## config.mk

```make
export PLATFORM = sky130hd
export DESIGN_NAME = call_argument_slot_allocator_unit
export DESIGN_NICKNAME = d
export VERILOG_FILES = /design/src/csa_pkg.sv /design/src/csa_alloc.sv /design/src/call_argument_slot_allocator_unit.sv
export SDC_FILE = /design/constraint.sdc
export NUM_CORES = 1
export LEC_CHECK = 0
export ABC_AREA = 1
export BUFFER_PORTS_ARGS = -buffer_cell sky130_fd_sc_hd__buf_4
export CAP_MARGIN = 20
export CORE_ASPECT_RATIO = 0.5
export CORE_MARGIN = 4
export CORE_UTILIZATION = 30
export CTS_CLUSTER_DIAMETER = 200
export DETAILED_ROUTE_END_ITERATION = 10
export MAX_ROUTING_LAYER = met4
export PLACE_DENSITY = 0.53
export RECOVER_POWER = 25
export SKIP_CTS_REPAIR_TIMING = 1
export SLEW_MARGIN = 15
export SYNTH_ARGS = -nofsm -noshare
export SYNTH_HDL_FRONTEND = slang
export SYNTH_SLANG_ARGS = --single-unit
```

## constraint.sdc

```tcl
create_clock -name clk -period 5.05 [get_ports clk]
set_input_delay 1.01 -clock clk [delete_from_list [all_inputs] [get_ports clk]]
set_output_delay 1.01 -clock clk [all_outputs]
set_load 0.02 [all_outputs]
```

## src/csa_pkg.sv

```systemverilog
// csa_pkg: shared types and constants for the call argument slot allocator
// depends on nothing; used by csa_alloc and call_argument_slot_allocator_unit
package csa_pkg;

	localparam int unsigned NUM_REGS   = 8;
	localparam int unsigned SLOT_BYTES = 8;
	localparam int unsigned PAIR_BYTES = 16;
	localparam int unsigned MAX_ALIGN  = 16;
	localparam int unsigned HFA_MAX    = 4;

	typedef enum logic [1:0] {
		KIND_GP    = 2'd0,
		KIND_VEC   = 2'd1,
		KIND_STACK = 2'd2
	} kind_t;

	typedef struct packed {
		logic        first_arg;
		logic        last_arg;
		logic        is_array;
		logic        struct_arg;
		logic        float_arg;
		logic        is_single;
		logic [15:0] byte_size;
		logic [4:0]  byte_align;
		logic [2:0]  hfa_members;
	} arg_t;

	typedef struct packed {
		kind_t       kind;
		logic [2:0]  reg_idx;
		logic        by_reference;
		logic        overflow;
	} place_t;

endpackage

```

## src/csa_alloc.sv

```systemverilog
// csa_alloc: combinational placement of one argument from the current counters
// returns the placement and the next register and stack counters
// depends on csa_pkg
module csa_alloc #(
	parameter int unsigned STACK_BITS = 20
) (
	input  csa_pkg::arg_t          arg,
	input  logic [3:0]             gp_q,
	input  logic [3:0]             vec_q,
	input  logic [STACK_BITS-1:0]  sb_q,
	output csa_pkg::place_t        place,
	output logic [STACK_BITS-1:0]  slot_offset,
	output logic [3:0]             gp_next,
	output logic [3:0]             vec_next,
	output logic [STACK_BITS-1:0]  sb_next
);

	localparam int unsigned EW = STACK_BITS + 18;
	localparam logic [EW-1:0] STACK_MAX = EW'((64'd1 << STACK_BITS) - 64'd1);
	localparam logic [3:0]  REGS4  = 4'(csa_pkg::NUM_REGS);
	localparam logic [4:0]  REGS5  = 5'(csa_pkg::NUM_REGS);
	localparam logic [16:0] SLOT17 = 17'(csa_pkg::SLOT_BYTES);
	localparam logic [16:0] PAIR17 = 17'(csa_pkg::PAIR_BYTES);
	localparam logic [4:0]  ALIGN_MAX = 5'(csa_pkg::MAX_ALIGN);
	localparam logic [2:0]  HFA_MAX3 = 3'(csa_pkg::HFA_MAX);

	function automatic logic [4:0] fix_align(input logic [4:0] a);
		if (a <= 5'd1) return 5'd1;
		else if (a <= 5'd2) return 5'd2;
		else if (a <= 5'd4) return 5'd4;
		else if (a <= 5'd8) return 5'd8;
		else return 5'd16;
	endfunction

	function automatic logic [16:0] round8(input logic [16:0] v);
		logic [17:0] s;
		s = {1'b0, v} + 18'd7;
		return {s[16:3], 3'b000};
	endfunction

	logic [3:0]    gp, vec, g8, gp_inc1;
	logic [STACK_BITS-1:0] sb;
	logic          arr, st, fl;
	logic [2:0]    hfa;
	logic [16:0]   size, sz, st_size;
	logic [4:0]    al;
	logic          use_stack;
	logic [EW-1:0] a_m1, sum, off, off_c, stack_end, end_c;
	logic          ovf_off, ovf_end;
	logic [16:0]   gp_room;
	logic [4:0]    vec_hfa;
	logic [16:0]   words;

	always_comb begin
		gp  = arg.first_arg ? 4'd0 : gp_q;
		vec = arg.first_arg ? 4'd0 : vec_q;
		sb  = arg.first_arg ? '0 : sb_q;

		arr = arg.is_array;
		st  = arg.struct_arg & ~arr;
		fl  = arg.float_arg & ~st & ~arr;
		hfa = (st && arg.hfa_members >= 3'd1 && arg.hfa_members <= HFA_MAX3) ?
			arg.hfa_members : 3'd0;
		size = {1'b0, arg.byte_size};
		al   = fix_align(arg.byte_align);
		if (arr) begin
			size = SLOT17;
			al   = 5'd8;
		end

		vec_hfa = {1'b0, vec} + {2'b00, hfa};
		gp_inc1 = gp + 4'd1;
		g8      = (al == ALIGN_MAX) ? {gp_inc1[3:1], 1'b0} : gp;
		gp_room = {10'd0, REGS4 - g8, 3'b000};
		sz      = st ? round8(size) : size;
		words   = (sz + 17'd7) >> 3;

		place.kind         = csa_pkg::KIND_STACK;
		place.reg_idx      = 3'd0;
		place.by_reference = 1'b0;
		use_stack = 1'b0;
		st_size   = size;
		gp_next   = gp;
		vec_next  = vec;

		if (hfa == 3'd0 && (size > PAIR17 || arr)) begin
			place.by_reference = 1'b1;
			if (gp < REGS4) begin
				place.kind    = csa_pkg::KIND_GP;
				place.reg_idx = gp[2:0];
				gp_next       = gp + 4'd1;
			end else begin
				use_stack = 1'b1;
				al        = 5'd8;
				st_size   = SLOT17;
			end
		end else if (fl && vec < REGS4) begin
			place.kind    = csa_pkg::KIND_VEC;
			place.reg_idx = vec[2:0];
			vec_next      = vec + 4'd1;
		end else if (hfa != 3'd0 && vec_hfa <= REGS5) begin
			place.kind    = csa_pkg::KIND_VEC;
			place.reg_idx = vec[2:0];
			vec_next      = vec_hfa[3:0];
		end else if (hfa != 3'd0 || fl) begin
			use_stack = 1'b1;
			if (hfa != 3'd0) begin
				vec_next = REGS4;
				st_size  = round8(size);
			end else if (arg.is_single || size < SLOT17) begin
				st_size = SLOT17;
			end
		end else if (!st && sz <= SLOT17 && gp < REGS4) begin
			place.kind    = csa_pkg::KIND_GP;
			place.reg_idx = gp[2:0];
			gp_next       = gp + 4'd1;
		end else if (!st && sz == PAIR17 && g8 < REGS4 - 4'd1) begin
			place.kind    = csa_pkg::KIND_GP;
			place.reg_idx = g8[2:0];
			gp_next       = g8 + 4'd2;
		end else if (st && g8 < REGS4 && sz <= gp_room) begin
			place.kind    = csa_pkg::KIND_GP;
			place.reg_idx = g8[2:0];
			gp_next       = g8 + words[3:0];
		end else begin
			gp_next   = REGS4;
			use_stack = 1'b1;
			st_size   = (!st && sz < SLOT17) ? SLOT17 : sz;
		end

		// stack slot aligned to the larger of 8 and the argument alignment
		a_m1      = (al == ALIGN_MAX) ? EW'(15) : EW'(7);
		sum       = EW'(sb) + a_m1;
		off       = sum & ~a_m1;
		ovf_off   = off > STACK_MAX;
		off_c     = ovf_off ? STACK_MAX : off;
		stack_end = off_c + EW'(st_size);
		ovf_end   = stack_end > STACK_MAX;
		end_c     = ovf_end ? STACK_MAX : stack_end;

		place.overflow = use_stack & (ovf_off | ovf_end);
		slot_offset    = use_stack ? off_c[STACK_BITS-1:0] : '0;
		sb_next        = use_stack ? end_c[STACK_BITS-1:0] : sb;
	end

endmodule

```

## src/call_argument_slot_allocator_unit.sv

```systemverilog
// call_argument_slot_allocator_unit: top level of the argument slot allocator
// input register, placement logic (csa_alloc), result register and counters
// depends on csa_pkg and csa_alloc
//
// usage: one call argument is a transfer on the in channel (in_valid/in_ready),
// one placement comes back per argument as a transfer on the out channel
// (out_valid/out_ready), in order. first_arg clears the general register,
// vector register and stack counters before its own argument is placed.
// timing: an argument is registered in the input register and its placement
// in the result register, from which it can transfer; the input register and
// the result register hold one argument each.
// throughput: one argument per cycle while out_ready is high, set by the
// single pass through csa_alloc between the input register and the result
// register, which also updates the three counters.
// stall: while out_ready is low the result stays, the input register keeps
// one more argument and in_ready drops once both are full.
// reset: arst_n clears both valid flags and all counters asynchronously.
module call_argument_slot_allocator_unit #(
	parameter int unsigned STACK_BITS = 20
) (
	input  logic                  clk,
	input  logic                  arst_n,
	input  logic                  in_valid,
	output logic                  in_ready,
	input  logic                  first_arg,
	input  logic                  last_arg,
	input  logic                  is_array,
	input  logic                  struct_arg,
	input  logic                  float_arg,
	input  logic                  is_single,
	input  logic [15:0]           byte_size,
	input  logic [4:0]            byte_align,
	input  logic [2:0]            hfa_members,
	output logic                  out_valid,
	input  logic                  out_ready,
	output logic [1:0]            place_kind,
	output logic [2:0]            reg_num,
	output logic [STACK_BITS-1:0] slot_offset,
	output logic                  by_reference,
	output logic [STACK_BITS-1:0] stack_total,
	output logic                  is_last,
	output logic                  overflow
);

	csa_pkg::arg_t   arg_s1;
	logic            valid_s1;
	csa_pkg::place_t place_s2;
	logic [STACK_BITS-1:0] offset_s2, total_s2;
	logic            last_s2;
	logic            valid_s2;

	logic [3:0]            gp_q, vec_q;
	logic [STACK_BITS-1:0] sb_q;

	csa_pkg::place_t       place;
	logic [STACK_BITS-1:0] offset_c;
	logic [3:0]            gp_n, vec_n;
	logic [STACK_BITS-1:0] sb_n;
	logic                  adv;

	assign adv      = valid_s1 & (~valid_s2 | out_ready);
	assign in_ready = ~valid_s1 | adv;

	csa_alloc #(.STACK_BITS(STACK_BITS)) u_alloc (
		.arg          (arg_s1),
		.gp_q         (gp_q),
		.vec_q        (vec_q),
		.sb_q         (sb_q),
		.place        (place),
		.slot_offset  (offset_c),
		.gp_next      (gp_n),
		.vec_next     (vec_n),
		.sb_next      (sb_n)
	);

	always_ff @(posedge clk or negedge arst_n) begin
		if (!arst_n) begin
			valid_s1 <= 1'b0;
			valid_s2 <= 1'b0;
			gp_q     <= 4'd0;
			vec_q    <= 4'd0;
			sb_q     <= '0;
		end else begin
			if (in_ready) begin
				valid_s1 <= in_valid;
			end
			if (adv) begin
				valid_s2 <= 1'b1;
				gp_q     <= gp_n;
				vec_q    <= vec_n;
				sb_q     <= sb_n;
			end else if (out_ready) begin
				valid_s2 <= 1'b0;
			end
		end
	end

	always_ff @(posedge clk) begin
		if (in_valid && in_ready) begin
			arg_s1.first_arg   <= first_arg;
			arg_s1.last_arg    <= last_arg;
			arg_s1.is_array    <= is_array;
			arg_s1.struct_arg  <= struct_arg;
			arg_s1.float_arg   <= float_arg;
			arg_s1.is_single   <= is_single;
			arg_s1.byte_size   <= byte_size;
			arg_s1.byte_align  <= byte_align;
			arg_s1.hfa_members <= hfa_members;
		end
		if (adv) begin
			place_s2  <= place;
			offset_s2 <= offset_c;
			total_s2  <= sb_n;
			last_s2   <= arg_s1.last_arg;
		end
	end

	assign out_valid    = valid_s2;
	assign place_kind   = place_s2.kind;
	assign reg_num      = place_s2.reg_idx;
	assign slot_offset  = offset_s2;
	assign by_reference = place_s2.by_reference;
	assign stack_total  = total_s2;
	assign is_last      = last_s2;
	assign overflow     = place_s2.overflow;

	a_counter_range: assert property (@(posedge clk) disable iff (!arst_n)
		gp_q <= 4'(csa_pkg::NUM_REGS) && vec_q <= 4'(csa_pkg::NUM_REGS))
		else $error("register counter beyond register count");

	a_in_lands: assert property (@(posedge clk) disable iff (!arst_n)
		in_valid && in_ready |=> valid_s1)
		else $error("input transfer lost");

	a_stack_fields: assert property (@(posedge clk) disable iff (!arst_n)
		out_valid && place_kind == csa_pkg::KIND_STACK |-> reg_num == 3'd0)
		else $error("stack placement carries a register number");

	a_reg_fields: assert property (@(posedge clk) disable iff (!arst_n)
		out_valid && place_kind != csa_pkg::KIND_STACK |-> slot_offset == '0 && !overflow)
		else $error("register placement carries a stack offset");

endmodule
```

==> results.json, run 1 <==
{
  "status": "finished, violations left",
  "violations_in_the_final_reports": "capacitance limit, slew limit, setup timing",
  "route.detailed.wl_per_inst_um": 16.1,
  "clkSlewWorstSetupHoldPaths_ns": 0.08,
  "dpl_cell_area_um2": 11000,
  "setup_slack_ns": -0.302,
  "fp.dieArea_um2": 30800,
  "coreArea_um2": 27000,
  "buffer_ports.inserted": 83,
  "via_per_inst": 4.81,
  "ir_worst_vdd_mv": 0.191,
  "cts_htree_levels": 3,
  "ys.flop_type": "sky130_fd_sc_hd__edfxtp_1",
  "post_synth_num_cell_types": 46,
  "number_of_cells_in_the_finished_layout_apart_from_fillers": 1824,
  "min_period_over_period": 1.06,
  "cp_slowest_stage_delay_ns": 0.49,
  "dp_hpwl_mm": 23.0,
  "synth.top_cell.area_share": 0.273,
  "worst-endpoint-required_ns": 5.20,
  "yosys_register_bits": 106,
  "slew_viols_final": 31,
  "endpoint_kind": "flop",
  "syn-cell-area_um2": 8370,
  "drt.antenna.violating_nets": 0,
  "dr.pass1.iters": 5,
  "start_kind": "flop",
  "wirelength_mm": 29.4,
  "post_synthesis_area_per_instance_um2": 7.19,
  "hold_path_depth": 0,
  "layout-drive-gt1-share": 0.334,
  "cap_violations": 1,
  "synth_top_cells_by_count": "sky130_fd_sc_hd__nand2_1, sky130_fd_sc_hd__inv_1, sky130_fd_sc_hd__nand3_1",
  "pwr_dens_nw_per_um2": 353,
  "setup-tns-final_ns": -8.05,
  "track_usage": 0.193,
  "critical_path.max_fanout": 7,
  "grt_pass1_vias": 8494,
  "syn2layout_area_growth_pct": 40.8,
  "cp_data_arrival_time_ns": 5.50,
  "maximum_count_of_clock_buffers_along_a_single_path": 2,
  "worst-slew-pin-transition_ns": 1.85,
  "drtIter0Drc": 677,
  "tritoncts.num_buffers": 9,
  "power.leakage_nw": 5.70,
  "post-route-drc-count": 0,
  "crit_path_top_delay_cell": "sky130_fd_sc_hd__a221oi_1",
  "async_flop_share": 0.283,
  "grt_pass1_wl_mm": 46.0,
  "worst-r2r-cell-count": 31,
  "timing_hold_violations_final": 0,
  "top_cells_by_area_synth": "sky130_fd_sc_hd__edfxtp_1, sky130_fd_sc_hd__nand2_1, sky130_fd_sc_hd__dfrtp_1",
  "achievable-frequency_mhz": 187,
  "yosysWarnings": 0,
  "chipHeight_um": 126,
  "grt_start_max_net_pins": 48,
  "n_antenna_cell": 0,
  "grt_setup_unrepaired": "yes",
  "finalCriticalPeriod_ns": 5.35,
  "design_area_um2": 11800,
  "insertion_delay_ns": 0.39,
  "fin_util": 0.437,
  "via_count": 8769,
  "yosys.cell_count.top_type": "sky130_fd_sc_hd__nand2_1",
  "cts_num_sinks": 106,
  "worstHoldPathType": "reg2reg",
  "edff_count_synth": 76,
  "fin_hold_ws_ns": 0.417,
  "final_layout_net_count": 1518,
  "final_estimated_routing_congestion_in_global_placement": 0.942,
  "antenna_violations_before_repair": 0,
  "critPathKind": "reg2reg",
  "tritoncts": "yes",
  "ioPinCount": 84,
  "yosys.area.top_type": "sky130_fd_sc_hd__edfxtp_1",
  "placed_cells_incl_taps": 1795,
  "mappedNetlistNets": 1237,
  "cts-root-buf": "sky130_fd_sc_hd__clkbuf_16",
  "die_x_um": 244,
  "slew-limit-headroom": -0.230,
  "postSynthCellCount": 1164,
  "ys_seq_area_frac": 0.362,
  "grt_overflow": 0,
  "count_of_endpoints_failing_setup_in_the_final_report": 40,
  "core.rowCount": 42,
  "floorplan.initialDensity": 0.311,
  "fin_worst_skew_ns": 0.0147
}
[power by group]
| part | internal, mW | switching, mW |
|---|---|---|
| logic | 0.962 | 1.25 |
| clock network | 0.346 | 0.361 |
| registers | 1.15 | 0.0900 |
| total | 2.46 | 1.70 |
[layer usage]
layer | share of wire | wire, µm | GRT usage | vias up
met5 | 0 | 0 | - | -
met4 | 0.010 | 303 | 0.0357 | 0
li1 | - | - | - | 4392
met1 | 0.50 | 14800 | 0.277 | 4129
met2 | 0.43 | 12800 | 0.287 | 222
met3 | 0.052 | 1520 | 0.0327 | 26
[cell families (layout without fill, tap and decap cells)]
group / after synthesis / in the layout / synth area share
adders and majority gates: 39 / 39 / 0.0610
AOI/OAI and AO/OA: 196 / 196 / 0.132
DFF: 106 / 106 / 0.362
xor gates and xnor gates: 36 / 36 / 0.0377
buffers and inverters: 207 / 493 / 0.103
and+or+nand+nor: 580 / 580 / 0.304
[worst max-delay path, delay by kind of cell (launching register included)]
kind,cells,cell delay [ns]
flip-flops,1,0.45
buffers and inverters,8,0.82
AO/OA/AOI/OAI,7,1.38
AND/OR/NAND/NOR,13,1.47
adder cells (fa/ha/maj),3,0.99
[final timing paths]
check	from	to	slack, ns
max in group asynchronous	arst_n	gp_q[1]$_DFFE_PN0P_	2.85
min	arg_s1[28]$_DFFE_PP_	is_last$_DFFE_PP_	0.42
max reg2reg	arg_s1[27]$_DFFE_PP_	stack_total[11]$_DFFE_PP_	-0.30
max	arg_s1[27]$_DFFE_PP_	stack_total[11]$_DFFE_PP_	-0.30
min in group asynchronous	arst_n	sb_q[19]$_DFFE_PN0P_	1.12
min reg2reg	arg_s1[28]$_DFFE_PP_	is_last$_DFFE_PP_	0.42
[flip-flops by register name, summed over array words and instances (netlist names)]
register and cells:
sb_q 20, is_last 1, overflow 1, by_reference 1
slot_offset 18, place_kind 2, stack_total 20, out_valid 1
arg_s1 30, reg_num 3, gp_q 4, valid_s1 1
vec_q 4
[final cells by class]
class | count | area, µm²
fill | 2761 | 15200
multi-input combinational | 851 | 4940
sequential | 106 | 3030
timing repair buffer | 311 | 2440
inverter | 166 | 629
tap | 374 | 468
clock buffer | 10 | 229
clock inverter | 6 | 55.1
[through the flow]
step / power (mW) / setup WS [ns]
6_report: 4.16 / -0.302
5_1_grt: 4.47 / -0.761
4_1_cts: 3.98 / -0.567
3_5_place_dp: 3.25 / -0.532
3_3_place_gp: 3.23 / -0.477
2_1_floorplan: 2.41 / -0.154
[layout by cell type (no fill, tap or decap), types with 4 or more instances in the layout]
cell type / count
sky130_fd_sc_hd__a31oi_1: 6
sky130_fd_sc_hd__nor2_2: 13
sky130_fd_sc_hd__nand2_2: 32
sky130_fd_sc_hd__and2_4: 12
sky130_fd_sc_hd__inv_2: 28
sky130_fd_sc_hd__nand2_4: 15
sky130_fd_sc_hd__nand2_1: 270
sky130_fd_sc_hd__o21ai_0: 50
sky130_fd_sc_hd__buf_4: 273
sky130_fd_sc_hd__o21ai_2: 8
sky130_fd_sc_hd__nand3_1: 96
sky130_fd_sc_hd__buf_6: 4
sky130_fd_sc_hd__o21ai_1: 8
sky130_fd_sc_hd__edfxtp_1: 76
sky130_fd_sc_hd__inv_1: 134
sky130_fd_sc_hd__nor3_1: 7
sky130_fd_sc_hd__o221ai_1: 5
sky130_fd_sc_hd__a221oi_2: 4
sky130_fd_sc_hd__nand4_1: 14
sky130_fd_sc_hd__clkbuf_4: 27
sky130_fd_sc_hd__nor2_1: 86
sky130_fd_sc_hd__nand3_2: 15
sky130_fd_sc_hd__a21oi_1: 75
sky130_fd_sc_hd__clkbuf_16: 11
sky130_fd_sc_hd__o21bai_1: 5
sky130_fd_sc_hd__dfrtp_1: 30
sky130_fd_sc_hd__a21oi_2: 10
sky130_fd_sc_hd__xnor2_1: 14
sky130_fd_sc_hd__xor2_1: 19
sky130_fd_sc_hd__and2_1: 7
sky130_fd_sc_hd__ha_1: 31
sky130_fd_sc_hd__o211ai_1: 12
Power figures use the tool's default switching activity.
==> inputs of run 2 (changes only) <==
--- a/config.mk
+++ b/config.mk
@@ -14,7 +14,6 @@
 export CTS_CLUSTER_DIAMETER = 200
 export DETAILED_ROUTE_END_ITERATION = 10
 export MAX_ROUTING_LAYER = met4
-export PLACE_DENSITY = 0.53
 export RECOVER_POWER = 25
 export SKIP_CTS_REPAIR_TIMING = 1
 export SLEW_MARGIN = 15
==> constraint.sdc (replaced) <==
create_clock -name clk -period 5.05 [get_ports clk]
set_input_delay 1.01 -clock clk [delete_from_list [all_inputs] [get_ports clk]]
set_output_delay 1.01 -clock clk [all_outputs]
set_load 0.05 [all_outputs]
==> run 2 against run 1 <==
Net effect:
- the flow still finishes with violations (capacitance limit, slew limit, setup timing)
- critical path type unchanged
- register-to-register slack about the same
- setup slack improved by 0.0067 ns
- largest power group unchanged
- via count about the same
- clock-buffer cell count unchanged
- total power increased by 1.6%
==> results.json, run 2 (synthesized netlist as in run 1, its figures left out) <==
{
  "maximum_count_of_clock_buffers_along_a_single_path": 2,
  "tritoncts": "yes",
  "floorplan.initialDensity": 0.311,
  "status": "finished, violations left",
  "layout-drive-gt1-share": 0.294,
  "ir_worst_vdd_mv": 0.187,
  "dpl_cell_area_um2": 10800,
  "count_of_endpoints_failing_setup_in_the_final_report": 40,
  "cts_htree_levels": 3,
  "place_worst_setup_slack_ns": -0.418,
  "cp_data_arrival_time_ns": 5.49,
  "cts-root-buf": "sky130_fd_sc_hd__clkbuf_16",
  "cap_violations": 1,
  "grt_pass1_vias": 8653,
  "grt_setup_unrepaired": "yes",
  "design_area_um2": 11500,
  "grt_pass1_wl_mm": 45.3,
  "timing_hold_violations_final": 0,
  "n_antenna_cell": 0,
  "post-route-drc-count": 0,
  "setup_slack_ns": -0.296,
  "drt.antenna.violating_nets": 0,
  "critPathKind": "reg2reg",
  "grt_overflow": 0,
  "pwr_dens_nw_per_um2": 369,
  "start_kind": "flop",
  "fin_worst_skew_ns": 0.0147,
  "buffer_ports.inserted": 83,
  "fin_hold_ws_ns": 0.427,
  "fin_util": 0.426,
  "grt_start_max_net_pins": 50,
  "power.leakage_nw": 5.56,
  "placed_cells_incl_taps": 1776,
  "track_usage": 0.189,
  "chipHeight_um": 126,
  "tritoncts.num_buffers": 9,
  "slew-limit-headroom": -0.246,
  "slew_viols_final": 31,
  "via_per_inst": 4.87,
  "syn2layout_area_growth_pct": 37.1,
  "final_common_cell": "sky130_fd_sc_hd__nand2_1",
  "route.detailed.wl_per_inst_um": 15.8,
  "largest-register": "arg_s1",
  "coreArea_um2": 27000,
  "dr.pass1.iters": 5,
  "clkSlewWorstSetupHoldPaths_ns": 0.07,
  "via_count": 8777,
  "setup-tns-final_ns": -7.48,
  "achievable-frequency_mhz": 187,
  "final_layout_net_count": 1495,
  "finalPower_mw": 4.23,
  "cp_slowest_stage_delay_ns": 0.43,
  "fp.dieArea_um2": 30800,
  "endpoint_kind": "flop",
  "final_estimated_routing_congestion_in_global_placement": 0.945,
  "antenna_violations_before_repair": 0,
  "largest_reg_flops": 30,
  "core.rowCount": 42,
  "dp_hpwl_mm": 22.1,
  "insertion_delay_ns": 0.39,
  "timing.reg2reg.setup_slack_ns": -0.30,
  "worstHoldPathType": "reg2reg",
  "number_of_cells_in_the_finished_layout_apart_from_fillers": 1801,
  "most_used_cells_in_the_layout_excluding_fill_and_tap_cells": "sky130_fd_sc_hd__nand2_1, sky130_fd_sc_hd__buf_4, sky130_fd_sc_hd__inv_1, sky130_fd_sc_hd__nand3_1, sky130_fd_sc_hd__nor2_1",
  "wirelength_mm": 28.4,
  "worst-endpoint-required_ns": 5.19,
  "critical_path.max_fanout": 5,
  "violations_in_the_final_reports": "capacitance limit, slew limit, setup timing",
  "ioPinCount": 84,
  "crit_path_top_delay_cell": "sky130_fd_sc_hd__edfxtp_1",
  "worst-slew-pin-transition_ns": 1.87,
  "drtIter0Drc": 582,
  "cts_num_sinks": 106,
  "min_period_over_period": 1.06,
  "die_x_um": 244,
  "finalCriticalPeriod_ns": 5.35
}
run 2: changes by cell type in the layout (fill, tap and decap cells not counted), moves of 3 or more:
cell,delta
sky130_fd_sc_hd__and2_1,+10
sky130_fd_sc_hd__inv_2,-8
sky130_fd_sc_hd__a221oi_1,+4
sky130_fd_sc_hd__clkbuf_4,-3
sky130_fd_sc_hd__inv_1,+8
sky130_fd_sc_hd__o21ai_1,+4
sky130_fd_sc_hd__buf_4,-18
sky130_fd_sc_hd__and2_4,-10
sky130_fd_sc_hd__a221oi_2,-4
sky130_fd_sc_hd__nand2_4,-9
sky130_fd_sc_hd__nand2_2,-7
sky130_fd_sc_hd__nand2_1,+16
run 2: layer usage:
metal	up-vias	part of all wire	GRT usage
li1	4366	-	-
met2	249	0.45	0.297
met1	4133	0.47	0.249
met4	0	0.016	0.0435
met3	29	0.059	0.0446
met5	-	0	-
run 2: cell type report:
cell class,count,area (µm²)
Clock buffer,10,250
Clock inverter,6,81.3
Fill cell,2775,15500
Inverter,166,629
Multi-Input combinational cell,851,4780
Sequential cell,106,3030
Tap cell,374,468
Timing Repair Buffer,288,2230
run 2: report_power, final:
part / leakage (nW) / internal [mW] / switching (mW) / total, mW
Sequential: 1.13 / 1.15 / 0.0934 / 1.25
Combinational: 4.26 / 0.861 / 1.34 / 2.20
Clock: 0.162 / 0.424 / 0.360 / 0.783
Total: 5.56 / 2.44 / 1.79 / 4.23
run 2: worst paths after layout:
| check | start | to | cells past startpoint |
|---|---|---|---|
| min in group asynchronous | arst_n | sb_q[4]$_DFFE_PN0P_ | 1 |
| max reg2reg | arg_s1[29]$_DFFE_PP_ | stack_total[13]$_DFFE_PP_ | 43 |
| max in group asynchronous | arst_n | gp_q[2]$_DFFE_PN0P_ | 1 |
| min reg2reg | arg_s1[28]$_DFFE_PP_ | is_last$_DFFE_PP_ | 0 |
| max | arg_s1[29]$_DFFE_PP_ | stack_total[13]$_DFFE_PP_ | 43 |
| min | arg_s1[28]$_DFFE_PP_ | is_last$_DFFE_PP_ | 0 |
run 2: worst max-delay path, delay by kind of cell, from the launching register on:
kind / cells / cell delay [ns]
AO/OA/AOI/OAI: 10 / 1.04
XOR/XNOR: 2 / 0.29
adder cells (fa/ha/maj): 5 / 1.23
buffers and inverters: 8 / 0.73
flip-flops: 1 / 0.43
AND/OR/NAND/NOR: 18 / 1.39
